==> config.mk <==
export PLATFORM = sky130hd
export DESIGN_NAME = length_prefixed_frame_parser
export DESIGN_NICKNAME = d
export VERILOG_FILES = /design/src/hw/rtl/lpfp_pkg.sv /design/src/hw/rtl/lpfp_front.sv /design/src/hw/rtl/lpfp_queue.sv /design/src/hw/rtl/lpfp_back.sv /design/src/hw/rtl/length_prefixed_frame_parser.sv
export SDC_FILE = /design/constraint.sdc
export NUM_CORES = 1
export LEC_CHECK = 0
export BUFFER_PORTS_ARGS = -buffer_cell sky130_fd_sc_hd__clkbuf_2
export CORE_MARGIN = 3
export CORE_UTILIZATION = 44
export CTS_CLUSTER_SIZE = 30
export DETAILED_ROUTE_END_ITERATION = 7
export GPL_ROUTABILITY_DRIVEN = 1
export PLACE_DENSITY = 0.73
export SETUP_SLACK_MARGIN = 0.02
export SYNTH_ARGS = -nofsm -noshare
export SYNTH_HDL_FRONTEND = slang
export SYNTH_SLANG_ARGS = --single-unit
==> constraint.sdc <==
create_clock -name clock -period 12.15 [get_ports clock]
set_input_delay 2.43 -clock clock [delete_from_list [all_inputs] [get_ports clock]]
set_output_delay 2.43 -clock clock [all_outputs]
set_load 0.01 [all_outputs]
==> src/hw/rtl/lpfp_pkg.sv <==
// Shared types and constants of the length-prefixed frame parser.
package lpfp_pkg;

   // Header layout: one type byte, eight sequence bytes, four length bytes.
   localparam logic [3:0] HDR_TYPE_IDX = 4'd0;
   localparam logic [3:0] SEQ_LAST_IDX = 4'd8;
   localparam logic [3:0] HDR_LAST_IDX = 4'd12;
   localparam logic [3:0] HDR_BYTES    = 4'd13;

   // One classified operation passed from the front end to the back end.
   typedef struct packed {
      logic [7:0]  frame_type;
      logic [63:0] sequence_number;
      logic [31:0] payload_length;
      logic [7:0]  payload_byte;
      logic        byte_valid;
      logic        last_of_frame;
   } op_type;

   // One finished result as it is presented on the result ports.
   typedef struct packed {
      logic [7:0]  frame_type;
      logic [63:0] sequence_number;
      logic [31:0] payload_length;
      logic [7:0]  payload_byte;
      logic        byte_valid;
      logic        last_of_frame;
      logic [31:0] frame_count;
      logic [63:0] byte_total;
   } res_type;

endpackage

==> src/hw/rtl/lpfp_front.sv <==
// Front end: tracks the header position and classifies each incoming byte.
module lpfp_front
   import lpfp_pkg::*;
(
   input  logic       clock,
   input  logic       reset,
   input  logic       take,
   input  logic [7:0] data_byte,
   output logic       op_push,
   output op_type     op
);

   logic [3:0]  header_index_ff, header_index_in;
   logic        in_payload_ff, in_payload_in;
   logic [7:0]  held_type_ff, held_type_in;
   logic [63:0] held_seq_ff, held_seq_in;
   logic [31:0] held_len_ff, held_len_in;
   logic [31:0] remaining_ff, remaining_in;

   logic [3:0]  hdr_pos;
   logic [31:0] len_shift;

   always_comb begin
      header_index_in = header_index_ff;
      in_payload_in   = in_payload_ff;
      held_type_in    = held_type_ff;
      held_seq_in     = held_seq_ff;
      held_len_in     = held_len_ff;
      remaining_in    = remaining_ff;
      op_push         = 1'b0;
      op.frame_type      = held_type_ff;
      op.sequence_number = held_seq_ff;
      op.payload_length  = held_len_ff;
      op.payload_byte    = data_byte;
      op.byte_valid      = 1'b1;
      op.last_of_frame   = (remaining_ff == 32'd1);

      // A position beyond the header is treated as the type byte.
      hdr_pos   = (header_index_ff >= HDR_BYTES) ? HDR_TYPE_IDX : header_index_ff;
      len_shift = {held_len_ff[23:0], data_byte};

      if (take) begin
         if (in_payload_ff) begin
            op_push      = 1'b1;
            remaining_in = remaining_ff - 32'd1;
            if (remaining_ff == 32'd1) begin
               in_payload_in   = 1'b0;
               header_index_in = HDR_TYPE_IDX;
            end
         end else begin
            priority if (hdr_pos == HDR_TYPE_IDX) begin
               held_type_in = data_byte;
            end else if (hdr_pos <= SEQ_LAST_IDX) begin
               held_seq_in = {held_seq_ff[55:0], data_byte};
            end else begin
               held_len_in = len_shift;
            end

            if (hdr_pos == HDR_LAST_IDX) begin
               header_index_in = HDR_TYPE_IDX;
               if (len_shift == 32'd0) begin
                  // Empty frame: one result without a byte, marked last.
                  op_push            = 1'b1;
                  op.payload_length  = len_shift;
                  op.payload_byte    = 8'd0;
                  op.byte_valid      = 1'b0;
                  op.last_of_frame   = 1'b1;
               end else begin
                  remaining_in  = len_shift;
                  in_payload_in = 1'b1;
               end
            end else begin
               header_index_in = hdr_pos + 4'd1;
            end
         end
      end
   end

   always_ff @(posedge clock) begin
      if (reset) begin
         header_index_ff <= HDR_TYPE_IDX;
         in_payload_ff   <= 1'b0;
      end else begin
         header_index_ff <= header_index_in;
         in_payload_ff   <= in_payload_in;
      end
      held_type_ff <= held_type_in;
      held_seq_ff  <= held_seq_in;
      held_len_ff  <= held_len_in;
      remaining_ff <= remaining_in;
   end

`ifndef SYNTHESIS
   a_payload_has_bytes: assert property (@(posedge clock) disable iff (reset)
      in_payload_ff |-> remaining_ff != 32'd0)
      else $error("payload phase with no bytes remaining");

   a_header_pos_range: assert property (@(posedge clock) disable iff (reset)
      $past(reset) == 1'b0 |-> header_index_ff <= HDR_LAST_IDX)
      else $error("header position out of range");
`endif

endmodule

==> src/hw/rtl/lpfp_queue.sv <==
// Short queue of classified operations between the front and back ends.
module lpfp_queue
   import lpfp_pkg::*;
#(
   parameter int DEPTH = 2
)(
   input  logic   clock,
   input  logic   reset,
   input  logic   push,
   input  op_type wdata,
   output logic   full,
   input  logic   pop,
   output logic   empty,
   output op_type rdata
);

   localparam int AW = $clog2(DEPTH);
   localparam int CW = $clog2(DEPTH + 1);

   op_type         slots_ff [DEPTH];
   logic [AW-1:0]  wr_ptr_ff, wr_ptr_in;
   logic [AW-1:0]  rd_ptr_ff, rd_ptr_in;
   logic [CW-1:0]  count_ff, count_in;
   logic           do_push, do_pop;

   assign full    = (count_ff == CW'(DEPTH));
   assign empty   = (count_ff == '0);
   assign do_push = push && !full;
   assign do_pop  = pop && !empty;
   assign rdata   = slots_ff[rd_ptr_ff];

   always_comb begin
      wr_ptr_in = wr_ptr_ff;
      rd_ptr_in = rd_ptr_ff;
      count_in  = count_ff;
      if (do_push) begin
         wr_ptr_in = (wr_ptr_ff == AW'(DEPTH - 1)) ? '0 : wr_ptr_ff + 1'b1;
      end
      if (do_pop) begin
         rd_ptr_in = (rd_ptr_ff == AW'(DEPTH - 1)) ? '0 : rd_ptr_ff + 1'b1;
      end
      unique case ({do_push, do_pop})
         2'b10:   count_in = count_ff + 1'b1;
         2'b01:   count_in = count_ff - 1'b1;
         default: count_in = count_ff;
      endcase
   end

   always_ff @(posedge clock) begin
      if (reset) begin
         wr_ptr_ff <= '0;
         rd_ptr_ff <= '0;
         count_ff  <= '0;
      end else begin
         wr_ptr_ff <= wr_ptr_in;
         rd_ptr_ff <= rd_ptr_in;
         count_ff  <= count_in;
      end
      if (do_push) begin
         slots_ff[wr_ptr_ff] <= wdata;
      end
   end

`ifndef SYNTHESIS
   a_count_bound: assert property (@(posedge clock) disable iff (reset)
      count_ff <= CW'(DEPTH))
      else $error("queue count exceeds depth");
`endif

endmodule

==> src/hw/rtl/lpfp_back.sv <==
// Back end: keeps the frame and byte counters and holds the result register.
module lpfp_back
   import lpfp_pkg::*;
(
   input  logic    clock,
   input  logic    reset,
   input  logic    op_empty,
   input  op_type  op,
   output logic    op_pop,
   output logic    res_valid,
   input  logic    res_take,
   output res_type res
);

   logic [31:0] frames_ff, frames_in;
   logic [63:0] bytes_ff, bytes_in;
   logic        out_valid_ff, out_valid_in;
   res_type     out_ff, out_in;

   always_comb begin
      op_pop       = !op_empty && (!out_valid_ff || res_take);
      frames_in    = frames_ff;
      bytes_in     = bytes_ff;
      out_in       = out_ff;
      out_valid_in = out_valid_ff && !res_take;
      if (op_pop) begin
         frames_in = frames_ff + {31'd0, op.last_of_frame};
         bytes_in  = bytes_ff + {63'd0, op.byte_valid};
         out_in.frame_type      = op.frame_type;
         out_in.sequence_number = op.sequence_number;
         out_in.payload_length  = op.payload_length;
         out_in.payload_byte    = op.payload_byte;
         out_in.byte_valid      = op.byte_valid;
         out_in.last_of_frame   = op.last_of_frame;
         out_in.frame_count     = frames_in;
         out_in.byte_total      = bytes_in;
         out_valid_in           = 1'b1;
      end
   end

   always_ff @(posedge clock) begin
      if (reset) begin
         frames_ff    <= 32'd0;
         bytes_ff     <= 64'd0;
         out_valid_ff <= 1'b0;
      end else begin
         frames_ff    <= frames_in;
         bytes_ff     <= bytes_in;
         out_valid_ff <= out_valid_in;
      end
      out_ff <= out_in;
   end

   assign res_valid = out_valid_ff;
   assign res       = out_ff;

`ifndef SYNTHESIS
   a_empty_frame_last: assert property (@(posedge clock) disable iff (reset)
      (out_valid_ff && !out_ff.byte_valid) |-> out_ff.last_of_frame)
      else $error("result without a byte is not marked last");
`endif

endmodule

==> src/hw/rtl/length_prefixed_frame_parser.sv <==
// Top level of the length-prefixed frame parser.
//
//   Channel   Direction  Handshake        Payload
//   req_      in         req_push/full    req_data_byte
//   rsp_      out        rsp_empty/pop    frame header fields, byte, flags, counters
//
// The parser takes one byte per clock cycle, every cycle, as long as the
// operation queue between the front and back ends has room.
// A result passes through a queue slot and then the output register before it
// appears on the rsp_ ports; header bytes cause no result.
// Reset is synchronous and active high; it clears the header position, the
// queue and both counters, and the block is ready in the next cycle.
// A stall on the result side fills the output register and then the queue,
// after which req_full rises; input stalls simply leave the queue empty.
module length_prefixed_frame_parser
   import lpfp_pkg::*;
#(
   parameter int QUEUE_DEPTH = 2
)(
   input  logic        clock,
   input  logic        reset,
   input  logic        req_push,
   output logic        req_full,
   input  logic [7:0]  req_data_byte,
   output logic        rsp_empty,
   input  logic        rsp_pop,
   output logic [7:0]  rsp_frame_type,
   output logic [63:0] rsp_sequence_number,
   output logic [31:0] rsp_payload_length,
   output logic [7:0]  rsp_payload_byte,
   output logic        rsp_byte_valid,
   output logic        rsp_last_of_frame,
   output logic [31:0] rsp_frame_count,
   output logic [63:0] rsp_byte_total
);

   // A byte transfer happens whenever a byte is offered and the queue can take one more operation.
   // The check is conservative: header bytes also wait on a full queue.
   logic    take;
   logic    q_push, q_full, q_pop, q_empty;
   op_type  q_wdata, q_rdata;
   logic    res_valid;
   res_type res;

   assign take     = req_push && !req_full;
   assign req_full = q_full;

   // The front end walks the header and flags bytes that produce a result.
   lpfp_front u_front (
      .clock     (clock),
      .reset     (reset),
      .take      (take),
      .data_byte (req_data_byte),
      .op_push   (q_push),
      .op        (q_wdata)
   );

   // The queue lets the front keep taking bytes while the result side stalls.
   lpfp_queue #(
      .DEPTH (QUEUE_DEPTH)
   ) u_queue (
      .clock (clock),
      .reset (reset),
      .push  (q_push),
      .wdata (q_wdata),
      .full  (q_full),
      .pop   (q_pop),
      .empty (q_empty),
      .rdata (q_rdata)
   );

   // The back end counts frames and bytes and presents the oldest result.
   lpfp_back u_back (
      .clock     (clock),
      .reset     (reset),
      .op_empty  (q_empty),
      .op        (q_rdata),
      .op_pop    (q_pop),
      .res_valid (res_valid),
      .res_take  (rsp_pop),
      .res       (res)
   );

   assign rsp_empty           = !res_valid;
   assign rsp_frame_type      = res.frame_type;
   assign rsp_sequence_number = res.sequence_number;
   assign rsp_payload_length  = res.payload_length;
   assign rsp_payload_byte    = res.payload_byte;
   assign rsp_byte_valid      = res.byte_valid;
   assign rsp_last_of_frame   = res.last_of_frame;
   assign rsp_frame_count     = res.frame_count;
   assign rsp_byte_total      = res.byte_total;

endmodule
==> impl_metrics.json, run 1 <==
{
  "synth-xor-area-share": 0.05675,
  "placed_area_um2": 28230,
  "place_hpwl_mm": 36.16,
  "grt_pass1_wl_mm": 84.32,
  "insertion_delay_ps": 610,
  "cts_repair_resize_count": 0,
  "grt_setup_unrepaired": "false",
  "syn_to_final_growth_pct": 15.48,
  "synthesis.yosys.warnings": 0,
  "post_synth.cell_area_avg_um2": 14.70,
  "starting_density": 0.4463,
  "grt_overflow": 0,
  "grt_max_degree": 104,
  "synth-seq-cells": 681,
  "post_synth_fa_ha_maj_area_fraction": 0.004267,
  "irDropWorstVdd_v": 0.0001029,
  "finalSetupViolations": 0,
  "post-route-cell-area_um2": 30470,
  "critical_path.max_stage_delay_ps": 800,
  "max_cap_viol_count": 0,
  "tritoncts": "yes",
  "detail_route.first_pass.iterations": 5,
  "route.vias.total": 15250,
  "synth_top_family_by_area": "simple AND/OR/NAND/NOR gates",
  "synthMuxAreaShare": 0.04993,
  "antenna_cells_inserted": 0,
  "post-route-drc-count": 0,
  "yosys.area_share.simple": 0.1060,
  "critPathMaxFanout": 60,
  "tightestPinTransition_ps": 1138,
  "synth_compound_area_frac": 0.02963,
  "finalHoldViolCount": 0,
  "comb_power_share": 0.095,
  "clock_skew_ps": 27.31,
  "postSynthCellCount": 1795,
  "switching_power_mw": 1.358,
  "die-height_um": 250.9,
  "fin_cells": 2825,
  "syn-num-nets": 1816,
  "hold_path.class": "reg2reg",
  "clock_tree.buffer_depth": 3,
  "worst_ep_required_time_ps": 12380,
  "powerDensity_nw_per_um2": 182.0,
  "post_synth_arst_share": 0,
  "layout-drive-gt1-share": 0.2315,
  "power.share.sequential": 0.531,
  "cts_buffers": 69,
  "seq_area_frac_synth": 0.7343,
  "route.detailed.vias_per_inst": 5.399,
  "cp_common_cell": "sky130_fd_sc_hd__buf_4",
  "slew_headroom": 0.2412,
  "dp_cells": 2699,
  "switching_share": 0.2448,
  "antenna_found_initial": 0,
  "seq_area_um2": 19380,
  "clk_pin_slew_ps": 60,
  "h_tree_depth_reported_by_cts": 3,
  "synth_cell_types": 47,
  "first_global_vias": 14640,
  "fp.dieArea_um2": 62950,
  "endpoint_kind": "flop",
  "intPower_mw": 4.189,
  "wl_mm": 55.28,
  "place_congestion": 0.8825,
  "maxSlewViolCount": 0,
  "netlist.area_leader.share": 0.6532,
  "netlist.top_cell.by_area": "sky130_fd_sc_hd__edfxtp_1",
  "clockRootBuffer": "sky130_fd_sc_hd__clkbuf_16",
  "worst-path-buf-inv": 3,
  "power_leakage_nw": 10.29,
  "finalSetupTns_ps": 0,
  "cts.sinks": 681,
  "fmaxAchievable_mhz": 193.0,
  "holdBufCountCts": 0,
  "grtUsageTotal": 0.1716,
  "buffers_on_ports": 223,
  "final.fill_count": 4717,
  "cts.repair_timing.setup_buffer_count": 0,
  "dominantRegCellSynth": "sky130_fd_sc_hd__edfxtp_1",
  "multi_input_area_um2": 6531,
  "synth.cell_area_um2": 26390,
  "worst_setup_path_start_kind": "input pin",
  "post-route-min-period_ps": 5181,
  "critical_path.top_delay_family": "buffers and inverters",
  "top_level_ports": 224,
  "routedWlPerCell_um": 19.57,
  "ant_nets": 0,
  "power.share.clock": 0.375,
  "final_nets": 2018,
  "number_of_enable_type_register_cells_in_the_synthesized_netlist": 574,
  "ys_top_cells_by_area": "sky130_fd_sc_hd__edfxtp_1 (65%), sky130_fd_sc_hd__dfxtp_1 (8.1%), sky130_fd_sc_hd__mux2_2 (5.0%), sky130_fd_sc_hd__xor2_1 (3.2%), sky130_fd_sc_hd__xnor2_1 (2.5%)",
  "critical_path.cell_chain": "clkbuf_2 -> nor4_1 -> nand4_1 -> o31ai_1 -> nand2_1 -> nor2_4 -> buf_4 -> buf_4",
  "top_library_cells_by_usage_in_the_layout_fill_and_taps_aside": "sky130_fd_sc_hd__edfxtp_1 (574), sky130_fd_sc_hd__clkbuf_2 (222), sky130_fd_sc_hd__nor2_1 (154)",
  "startpoint_to_endpoint_class_of_the_critical_path": "in2reg",
  "commonest_non_fill_non_tap_cell_in_the_layout": "sky130_fd_sc_hd__edfxtp_1",
  "outcome": "complete, no violations",
  "die_width_um": 250.9,
  "first_iter_violations": 1390,
  "floorplan.rows": 89,
  "floorplan.core_area_um2": 59130,
  "critical_path.slowest_cell": "sky130_fd_sc_hd__buf_4",
  "worstPathArrival_ps": 5410,
  "finalCritPeriodShare": 0.4264
}
-- final timing paths --
kind,from,end,slack [ps],cells past startpoint
worst max-delay path,req_data_byte[1],u_queue.slots_ff[1][81]$_DFFE_PP_,6970,8
worst min-delay path,u_front.held_seq_ff[57]$_DFFE_PP_,u_queue.slots_ff[1][99]$_DFFE_PP_,450,0
worst max register to register,flop,u_back.bytes_ff[56]$_SDFFE_PP0P_,8290,8
worst min register to register,u_front.held_seq_ff[57]$_DFFE_PP_,u_queue.slots_ff[1][99]$_DFFE_PP_,450,0
-- power by group through the flow --
stage          clock (mW)  combinational [mW]  sequential (mW)
2_1_floorplan           0               0.130             3.09
3_3_place_gp            0               0.534             2.99
3_5_place_dp            0               0.538             3.00
4_1_cts              2.13               0.539             2.95
5_1_grt              2.22               0.567             2.96
6_report             2.08               0.525             2.94
-- metal layers --
metal,vias to the layer above,global-route usage,part of all wire,routed length (µm)
li1,7081,-,-,-
met1,7585,0.2281,0.42,23310
met2,492,0.2813,0.49,27170
met3,93,0.03393,0.059,3249
met4,0,0.06630,0.028,1555
met5,-,0,0,0
-- cell families (layout without fill, tap and decap cells) --
logic type | after synthesis | count (layout)
simple gates | 546 | 546
xor+xnor | 171 | 171
compound gates | 140 | 140
flops | 681 | 681
buf+inv | 131 | 388
fa+ha+maj | 9 | 9
mux | 117 | 117
-- metrics by stage --
stage               hold slack (ps)  power (mW)  utilization  setup slack [ps]
finish                        454.5       5.547       0.5154              6969
global route                  464.7       5.755       0.5154              6681
detailed placement            431.7       3.538       0.4774              6307
global placement              421.8       3.525       0.4774              6440
floorplan                     421.5       3.222            -              1763
CTS                           455.7       5.619       0.5154              6977
-- synth_stat cells, types with 2 or more instances --
library cell               count
sky130_fd_sc_hd__edfxtp_1    574
sky130_fd_sc_hd__nor2_1      155
sky130_fd_sc_hd__mux2_2      117
sky130_fd_sc_hd__dfxtp_1     107
sky130_fd_sc_hd__clkbuf_1     98
sky130_fd_sc_hd__xor2_1       97
sky130_fd_sc_hd__nand2_1      86
sky130_fd_sc_hd__a21oi_1      75
sky130_fd_sc_hd__nand4_1      75
sky130_fd_sc_hd__xnor2_1      74
sky130_fd_sc_hd__nand3_1      51
sky130_fd_sc_hd__or3_1        37
sky130_fd_sc_hd__nor4_1       36
sky130_fd_sc_hd__o21ai_0      35
sky130_fd_sc_hd__nor3_1       31
sky130_fd_sc_hd__inv_1        20
sky130_fd_sc_hd__and2_1       17
sky130_fd_sc_hd__or4_1        13
sky130_fd_sc_hd__and3_1       11
sky130_fd_sc_hd__o31ai_1      11
sky130_fd_sc_hd__buf_1         9
sky130_fd_sc_hd__ha_1          9
sky130_fd_sc_hd__or2_2         7
sky130_fd_sc_hd__and4_1        6
sky130_fd_sc_hd__nor2b_1       5
sky130_fd_sc_hd__a31oi_1       4
sky130_fd_sc_hd__buf_2         3
sky130_fd_sc_hd__nand2b_1      3
sky130_fd_sc_hd__nand4b_1      3
sky130_fd_sc_hd__o211ai_1      3
sky130_fd_sc_hd__o41ai_1       3
sky130_fd_sc_hd__a21o_1        2
sky130_fd_sc_hd__and4b_1       2
sky130_fd_sc_hd__o311ai_0      2
sky130_fd_sc_hd__or4_4         2
-- final cells by class --
class,instances,area share
Clock buffer,87,0.05958
Clock inverter,39,0.01408
Inverter,20,0.002792
Multi-Input combinational cell,983,0.2143
Sequential cell,681,0.6361
Tap cell,773,0.03174
Timing Repair Buffer,242,0.04139
-- state kept, by name, indices dropped and copies added (netlist names), named ones only --
register / cells
u_front.held_type_ff: 8
u_queue.rd_ptr_ff: 1
u_front.in_payload_ff: 1
u_queue.slots_ff: 228
u_front.header_index_ff: 4
u_back.res: 210
u_back.frames_ff: 32
u_queue.count_ff: 2
u_front.held_seq_ff: 64
u_back.res_valid: 1
u_front.remaining_ff: 32
u_back.bytes_ff: 64
u_queue.wr_ptr_ff: 1
u_front.held_len_ff: 32
No activity file was read; power rests on OpenSTA's default activity.
==> inputs of run 2 (changes only) <==
Settings changed: ABC_AREA from default to 1.
Clock period 12.15 ns to 5.1 ns, I/O delays scaled along.
==> run 2 against run 1 <==
Against the previous run:
- worst hold slack worse by 3.8 ps
- final cell count rose by 22%
- sequential power increased to 2.7 times the previous value
- clock-buffer cell count unchanged
- clock skew is 22 ps higher
- routed wire length is 16% higher
==> impl_metrics.json, run 2 <==
{
  "clk_pin_slew_ps": 70,
  "tritoncts": "yes",
  "clockRootBuffer": "sky130_fd_sc_hd__clkbuf_16",
  "dp_cells": 3324,
  "power_leakage_nw": 12.19,
  "syn-num-nets": 2352,
  "worst-path-buf-inv": 4,
  "place_hpwl_mm": 44.00,
  "hold_path.class": "reg2reg",
  "cp_common_cell": "sky130_fd_sc_hd__nand2_1",
  "finalCritPeriodShare": 0.6367,
  "max_cap_viol_count": 0,
  "cts_buffers": 72,
  "buffers_on_ports": 223,
  "first_global_vias": 17000,
  "whs_path_depth": 0,
  "h_tree_depth_reported_by_cts": 3,
  "top_library_cells_by_usage_in_the_layout_fill_and_taps_aside": "sky130_fd_sc_hd__edfxtp_1 (574), sky130_fd_sc_hd__nand2_1 (433), sky130_fd_sc_hd__inv_1 (275)",
  "startpoint_to_endpoint_class_of_the_critical_path": "reg2reg",
  "critical_path.max_stage_delay_ps": 620,
  "final.fill_count": 5179,
  "critPathMaxFanout": 55,
  "worst_r2r_endpoint": "u_queue.slots_ff[1][97]$_DFFE_PP_",
  "synthTopCellsByCount": "sky130_fd_sc_hd__edfxtp_1 (574), sky130_fd_sc_hd__nand2_1 (433), sky130_fd_sc_hd__inv_1 (276)",
  "worstPathArrival_ps": 3520,
  "post-route-min-period_ps": 3247,
  "tightestPinTransition_ps": 1228,
  "reg2reg_slack_ps": 1850,
  "slew_headroom": 0.1796,
  "regToRegStartpoint": "u_front.header_index_ff[2]$_SDFFE_PP0P_",
  "worst_hold_margin_ps": 450.7,
  "fin_cells": 3459,
  "number_of_enable_type_register_cells_in_the_synthesized_netlist": 574,
  "critical_path.top_delay_family": "buffers and inverters",
  "worst_ep_required_time_ps": 5370,
  "grt_overflow": 0,
  "starting_density": 0.4461,
  "powerDensity_nw_per_um2": 528.0,
  "grt_setup_unrepaired": "false",
  "first_iter_violations": 1379,
  "irDropWorstVdd_v": 0.0005667,
  "floorplan.core_area_um2": 61830,
  "cts.repair_timing.setup_buffer_count": 0,
  "route.detailed.vias_per_inst": 5.003,
  "route.vias.total": 17300,
  "ys_top_cells_by_area": "sky130_fd_sc_hd__edfxtp_1 (62%), sky130_fd_sc_hd__dfxtp_1 (7.8%), sky130_fd_sc_hd__nand2_1 (5.9%), sky130_fd_sc_hd__mux2_2 (4.7%), sky130_fd_sc_hd__inv_1 (3.8%)",
  "post_synth.cell_area_avg_um2": 11.83,
  "finalHoldViolCount": 0,
  "netlist.area_leader.share": 0.6249,
  "reg2regPathDepth": 12,
  "finalSetupTns_ps": 0,
  "multi_input_area_um2": 6824,
  "grtUsageTotal": 0.1924,
  "endpoint_kind": "flop",
  "synthesis.yosys.warnings": 0,
  "maxSlewViolCount": 0,
  "clock_tree.buffer_depth": 3,
  "critical_path.slowest_cell": "sky130_fd_sc_hd__inv_4",
  "fp.dieArea_um2": 65730,
  "postSynthCellCount": 2331,
  "syn_to_final_growth_pct": 16.16,
  "die_width_um": 256.4,
  "synthMostInstantiatedCell": "sky130_fd_sc_hd__edfxtp_1",
  "place_congestion": 0.9413,
  "clock_skew_ps": 49.77,
  "routedWlPerCell_um": 18.55,
  "cts_repair_resize_count": 0,
  "detail_route.first_pass.iterations": 8,
  "floorplan.rows": 91,
  "seq_area_frac_synth": 0.7026,
  "critPathCapture": "u_queue.slots_ff[1][97]$_DFFE_PP_",
  "largest_reg_flops": 228,
  "path_depth": 12,
  "ant_nets": 0,
  "cts.sinks": 681,
  "finalSetupViolations": 0,
  "synth.cell_area_um2": 27580,
  "grt_max_degree": 108,
  "post_synth_arst_share": 0,
  "dominantRegCellSynth": "sky130_fd_sc_hd__edfxtp_1",
  "outcome": "complete, no violations",
  "grt_pass1_wl_mm": 98.81,
  "synth_cell_types": 42,
  "fmaxAchievable_mhz": 308.0,
  "seq_area_um2": 19380,
  "insertion_delay_ps": 620,
  "top_level_ports": 224,
  "critical_path.cell_chain": "nand2_1 -> inv_1 -> nor2_1 -> inv_1 -> ha_1 -> nand2_1 -> nor3_1 -> nand2_1 -> nand2_1 -> nand3_1 -> inv_4 -> buf_4",
  "worst_setup_path_start_kind": "flop",
  "holdBufCountCts": 0,
  "synth-seq-cells": 681,
  "antenna_found_initial": 1,
  "wl_mm": 64.17,
  "layout-drive-gt1-share": 0.1958,
  "crit_start": "u_front.header_index_ff[2]$_SDFFE_PP0P_",
  "commonest_non_fill_non_tap_cell_in_the_layout": "sky130_fd_sc_hd__edfxtp_1",
  "post-route-drc-count": 0,
  "die-height_um": 256.4,
  "final_nets": 2582,
  "registers.top_by_ff_count": "u_queue.slots_ff",
  "netlist.top_cell.by_area": "sky130_fd_sc_hd__edfxtp_1"
}
run 2: cell types whose count changed in the layout (fill, tap and decap cells not counted), sizes merged, moves of 15 or more:
cell   before  now
nor4       38    1
xor2       97   53
nand4      75   23
nand3      51  106
or4        15    0
nand2      86  447
xnor2      74    5
nor2      155  272
inv        22  286
or3        38    0
o21ai      35  108
run 2: cells by family after synthesis:
group | Yosys count | synth area share
buffers and inverters | 366 | 0.05103
muxes | 114 | 0.04654
xor gates and xnor gates | 58 | 0.01842
adders and majority gates | 9 | 0.004083
DFF | 681 | 0.7026
and+or+nand+nor | 884 | 0.1357
AOI/OAI and AO/OA | 219 | 0.04164
run 2: worst min path at each step:
stage / start / endpoint / slack, ps
2_1_floorplan: u_front.held_seq_ff[58]$_DFFE_PP_ / u_queue.slots_ff[0][100]$_DFFE_PP_ / 420
3_3_place_gp: u_front.held_seq_ff[62]$_DFFE_PP_ / u_queue.slots_ff[1][104]$_DFFE_PP_ / 420
3_5_place_dp: u_front.held_seq_ff[60]$_DFFE_PP_ / u_queue.slots_ff[1][102]$_DFFE_PP_ / 440
4_1_cts: u_front.held_seq_ff[57]$_DFFE_PP_ / u_queue.slots_ff[0][99]$_DFFE_PP_ / 450
5_1_grt: u_queue.rd_ptr_ff$_SDFFE_PP0P_ / flop / 460
6_report: u_front.held_seq_ff[56]$_DFFE_PP_ / u_queue.slots_ff[0][98]$_DFFE_PP_ / 450
run 2: cell type report:
| class | count | share of cell area |
|---|---|---|
| diodes | 2 | 0.0001562 |
| flip-flops and latches | 681 | 0.6049 |
| repair buffers | 240 | 0.04007 |
| well taps | 837 | 0.03268 |
| clock inverters | 46 | 0.01593 |
| clock buffers | 87 | 0.05990 |
| multi-input cells | 1284 | 0.2130 |
| inverters | 282 | 0.03335 |
run 2: power by group:
part / switching [mW] / total, mW / internal (mW)
clock: 2.20 / 5.33 / 3.13
sequential: 0.564 / 8.03 / 7.47
combinational: 2.35 / 3.55 / 1.20
run 2: per-layer routing:
layer	wire length [µm]	up-vias	global-route usage
met1	27980	8345	0.2632
met4	1492	0	0.06126
met2	30730	530	0.3167
met5	0	-	0
met3	3969	84	0.03111
li1	-	8345	-
run 2: per-stage QoR:
step | area (µm²) | total power, mW | worst slack (ps) | util
2_1_floorplan | 27590 | 10.27 | 56.13 | -
3_3_place_gp | 29610 | 11.61 | 1574 | 0.4789
3_5_place_dp | 29610 | 11.74 | 1532 | 0.4789
4_1_cts | 32040 | 17.10 | 1869 | 0.5182
5_1_grt | 32040 | 17.71 | 1574 | 0.5182
6_report | 32040 | 16.92 | 1853 | 0.5182
==> inputs of run 3 (changes only) <==
Settings changed: PLACE_DENSITY 0.73 to 0.75.
Clock period 5.1 ns to 2.86 ns, I/O delays scaled along.
==> run 3 against run 2 <==
Against the previous run:
- sequential cell count unchanged
- non-clock buffer count rose by 16
- critical path depth unchanged
- global-route usage about the same
- routed wire length hardly changed
- power increased by 77%
- clock skew shrank 19 ps
- final cell count rose by 0.40%
- register-to-register slack lost 1500 ps
==> impl_metrics.json, run 3 (synthesis results as in run 2) <==
{
  "antenna_found_initial": 2,
  "largest_reg_flops": 228,
  "endpoint_kind": "flop",
  "die_width_um": 256.4,
  "hold_path.class": "in2reg",
  "top_library_cells_by_usage_in_the_layout_fill_and_taps_aside": "sky130_fd_sc_hd__edfxtp_1 (574), sky130_fd_sc_hd__nand2_1 (431), sky130_fd_sc_hd__inv_1 (275)",
  "grt_max_degree": 141,
  "clock_tree.buffer_depth": 3,
  "first_global_vias": 17330,
  "fp.dieArea_um2": 65730,
  "reg2regPathDepth": 12,
  "cts_repair_resize_count": 0,
  "critical_path.slowest_cell": "sky130_fd_sc_hd__dfxtp_4",
  "route.detailed.vias_per_inst": 5.058,
  "reg2reg_slack_ps": 370,
  "h_tree_depth_reported_by_cts": 3,
  "first_iter_violations": 1508,
  "whs_path_depth": 1,
  "final.fill_count": 5171,
  "ant_nets": 0,
  "worst_ep_required_time_ps": 3360,
  "outcome": "complete, no violations",
  "floorplan.core_area_um2": 61830,
  "slew_headroom": 0.4505,
  "insertion_delay_ps": 610,
  "route.vias.total": 17570,
  "maxSlewViolCount": 0,
  "grt_overflow": 0,
  "floorplan.rows": 91,
  "finalSetupViolations": 0,
  "max_cap_viol_count": 0,
  "layout-drive-gt1-share": 0.2018,
  "post-route-cell-area_um2": 32230,
  "fmaxAchievable_mhz": 401.4,
  "registers.top_by_ff_count": "u_queue.slots_ff",
  "starting_density": 0.4461,
  "tritoncts": "yes",
  "syn_to_final_growth_pct": 16.86,
  "powerDensity_nw_per_um2": 929.9,
  "irDropWorstVdd_v": 0.0007430,
  "critical_path.max_stage_delay_ps": 400,
  "report.power.total_mw": 29.97,
  "commonest_non_fill_non_tap_cell_in_the_layout": "sky130_fd_sc_hd__edfxtp_1",
  "buffers_on_ports": 223,
  "critPathMaxFanout": 12,
  "startpoint_to_endpoint_class_of_the_critical_path": "reg2reg",
  "grt_pass1_wl_mm": 98.59,
  "die-height_um": 256.4,
  "min_delay_worst_endpoint": "u_front.held_type_ff[6]$_DFFE_PP_",
  "finalCritPeriodShare": 0.8710,
  "detail_route.first_pass.iterations": 5,
  "place_hpwl_mm": 44.29,
  "worst_r2r_endpoint": "u_back.bytes_ff[42]$_SDFFE_PP0P_",
  "cts.repair_timing.setup_buffer_count": 0,
  "tightestPinTransition_ps": 823.3,
  "finalHoldViolCount": 0,
  "place_congestion": 0.9200,
  "post-route-min-period_ps": 2491,
  "critical_path.cell_chain": "mux2_2 -> ha_1 -> ha_1 -> nand3_2 -> nor2_2 -> nand4_1 -> nor2_1 -> nand2_1 -> nand2_1 -> nand3_1 -> nand2_1 -> inv_1",
  "clock_skew_ps": 30.50,
  "grt_setup_unrepaired": "false",
  "clockRootBuffer": "sky130_fd_sc_hd__clkbuf_16",
  "holdBufCountCts": 0,
  "worst_setup_path_start_kind": "flop",
  "routedWlPerCell_um": 18.46,
  "placed_area_um2": 29900,
  "cp_common_cell": "sky130_fd_sc_hd__nand2_1",
  "wl_mm": 64.12,
  "worstPathArrival_ps": 3000,
  "grtUsageTotal": 0.1922,
  "clk_pin_slew_ps": 60,
  "post-route-drc-count": 0,
  "worstHoldStart": "req_data_byte[6]",
  "power_leakage_nw": 12.26,
  "top_level_ports": 224,
  "cts.sinks": 681,
  "cts_buffers": 72,
  "final_nets": 2598,
  "antenna_cells_inserted": 0
}
[run 3: cell types whose count changed in the layout (fill, tap and decap cells not counted), moves of 2 or more]
cell,previous run,this run
sky130_fd_sc_hd__dfxtp_1,106,104
sky130_fd_sc_hd__nand2_1,433,431
sky130_fd_sc_hd__dfxtp_2,0,2
sky130_fd_sc_hd__buf_12,3,16
sky130_fd_sc_hd__clkbuf_1,10,21
sky130_fd_sc_hd__bufinv_16,8,5
sky130_fd_sc_hd__clkinv_4,2,0
sky130_fd_sc_hd__nand2_2,11,13
sky130_fd_sc_hd__clkbuf_8,4,1
sky130_fd_sc_hd__buf_4,15,17
sky130_fd_sc_hd__clkinv_1,18,10
sky130_fd_sc_hd__clkinvlp_4,2,4
sky130_fd_sc_hd__diode_2,2,0
sky130_fd_sc_hd__clkinv_2,10,14
[run 3: final cells by class]
| type | count | area, µm² | share of cell area |
|---|---|---|---|
| well taps | 837 | 1047 | 0.03249 |
| multi-input cells | 1284 | 6837 | 0.2121 |
| clock inverters | 38 | 410.4 | 0.01273 |
| inverters | 282 | 1070 | 0.03319 |
| flip-flops and latches | 681 | 19380 | 0.6014 |
| repair buffers | 256 | 1564 | 0.04852 |
| clock buffers | 95 | 1919 | 0.05955 |
[run 3: metrics by stage]
| stage | setup WS [ps] | hold WS [ps] | TNS, ps | std cells | util |
|---|---|---|---|---|---|
| after global routing | 132.3 | 231.5 | 0 | 3473 | 0.5213 |
| final | 368.9 | 246.2 | 0 | 3473 | 0.5213 |
| after floorplan | -501.1 | 421.5 | -102790 | 2331 | - |
| after global placement | 241.5 | 425.9 | 0 | 3340 | 0.4837 |
| after detailed placement | 196.5 | 432.1 | 0 | 3340 | 0.4837 |
| after CTS | 364.3 | 199.7 | 0 | 3473 | 0.5213 |
[run 3: report_power, final]
part | internal (mW) | total [mW] | switching [mW]
clock | 5.26 | 9.14 | 3.88
sequential | 13.3 | 14.2 | 0.946
combinational | 2.25 | 6.59 | 4.33
total | 20.8 | 30.0 | 9.16
[run 3: metal layers]
metal | part of all wire | GRT usage
met1 | 0.44 | 0.2625
met2 | 0.47 | 0.3109
met3 | 0.066 | 0.03635
met4 | 0.026 | 0.06520
met5 | 0.00011 | 0
[run 3: worst max path at each step]
stage	cells past startpoint	from	to	slack, ps
6_report	12	flop	u_back.bytes_ff[42]$_SDFFE_PP0P_	370
5_1_grt	12	flop	u_back.bytes_ff[42]$_SDFFE_PP0P_	130
4_1_cts	12	flop	u_back.bytes_ff[42]$_SDFFE_PP0P_	360
3_5_place_dp	11	req_data_byte[2]	u_queue.slots_ff[0][91]$_DFFE_PP_	200
3_3_place_gp	11	req_data_byte[7]	u_queue.slots_ff[0][91]$_DFFE_PP_	240
2_1_floorplan	11	u_front.header_index_ff[2]$_SDFFE_PP0P_	u_queue.slots_ff[0][0]$_DFFE_PP_	-500
[run 3: critical path: cells and delay by family, from the launching register on]
| kind | cells | cell delay, ps |
|---|---|---|
| flops | 1 | 400 |
| fa+ha+maj | 2 | 440 |
| buf+inv | 1 | 40 |
| simple gates | 8 | 1270 |
| mux | 1 | 260 |
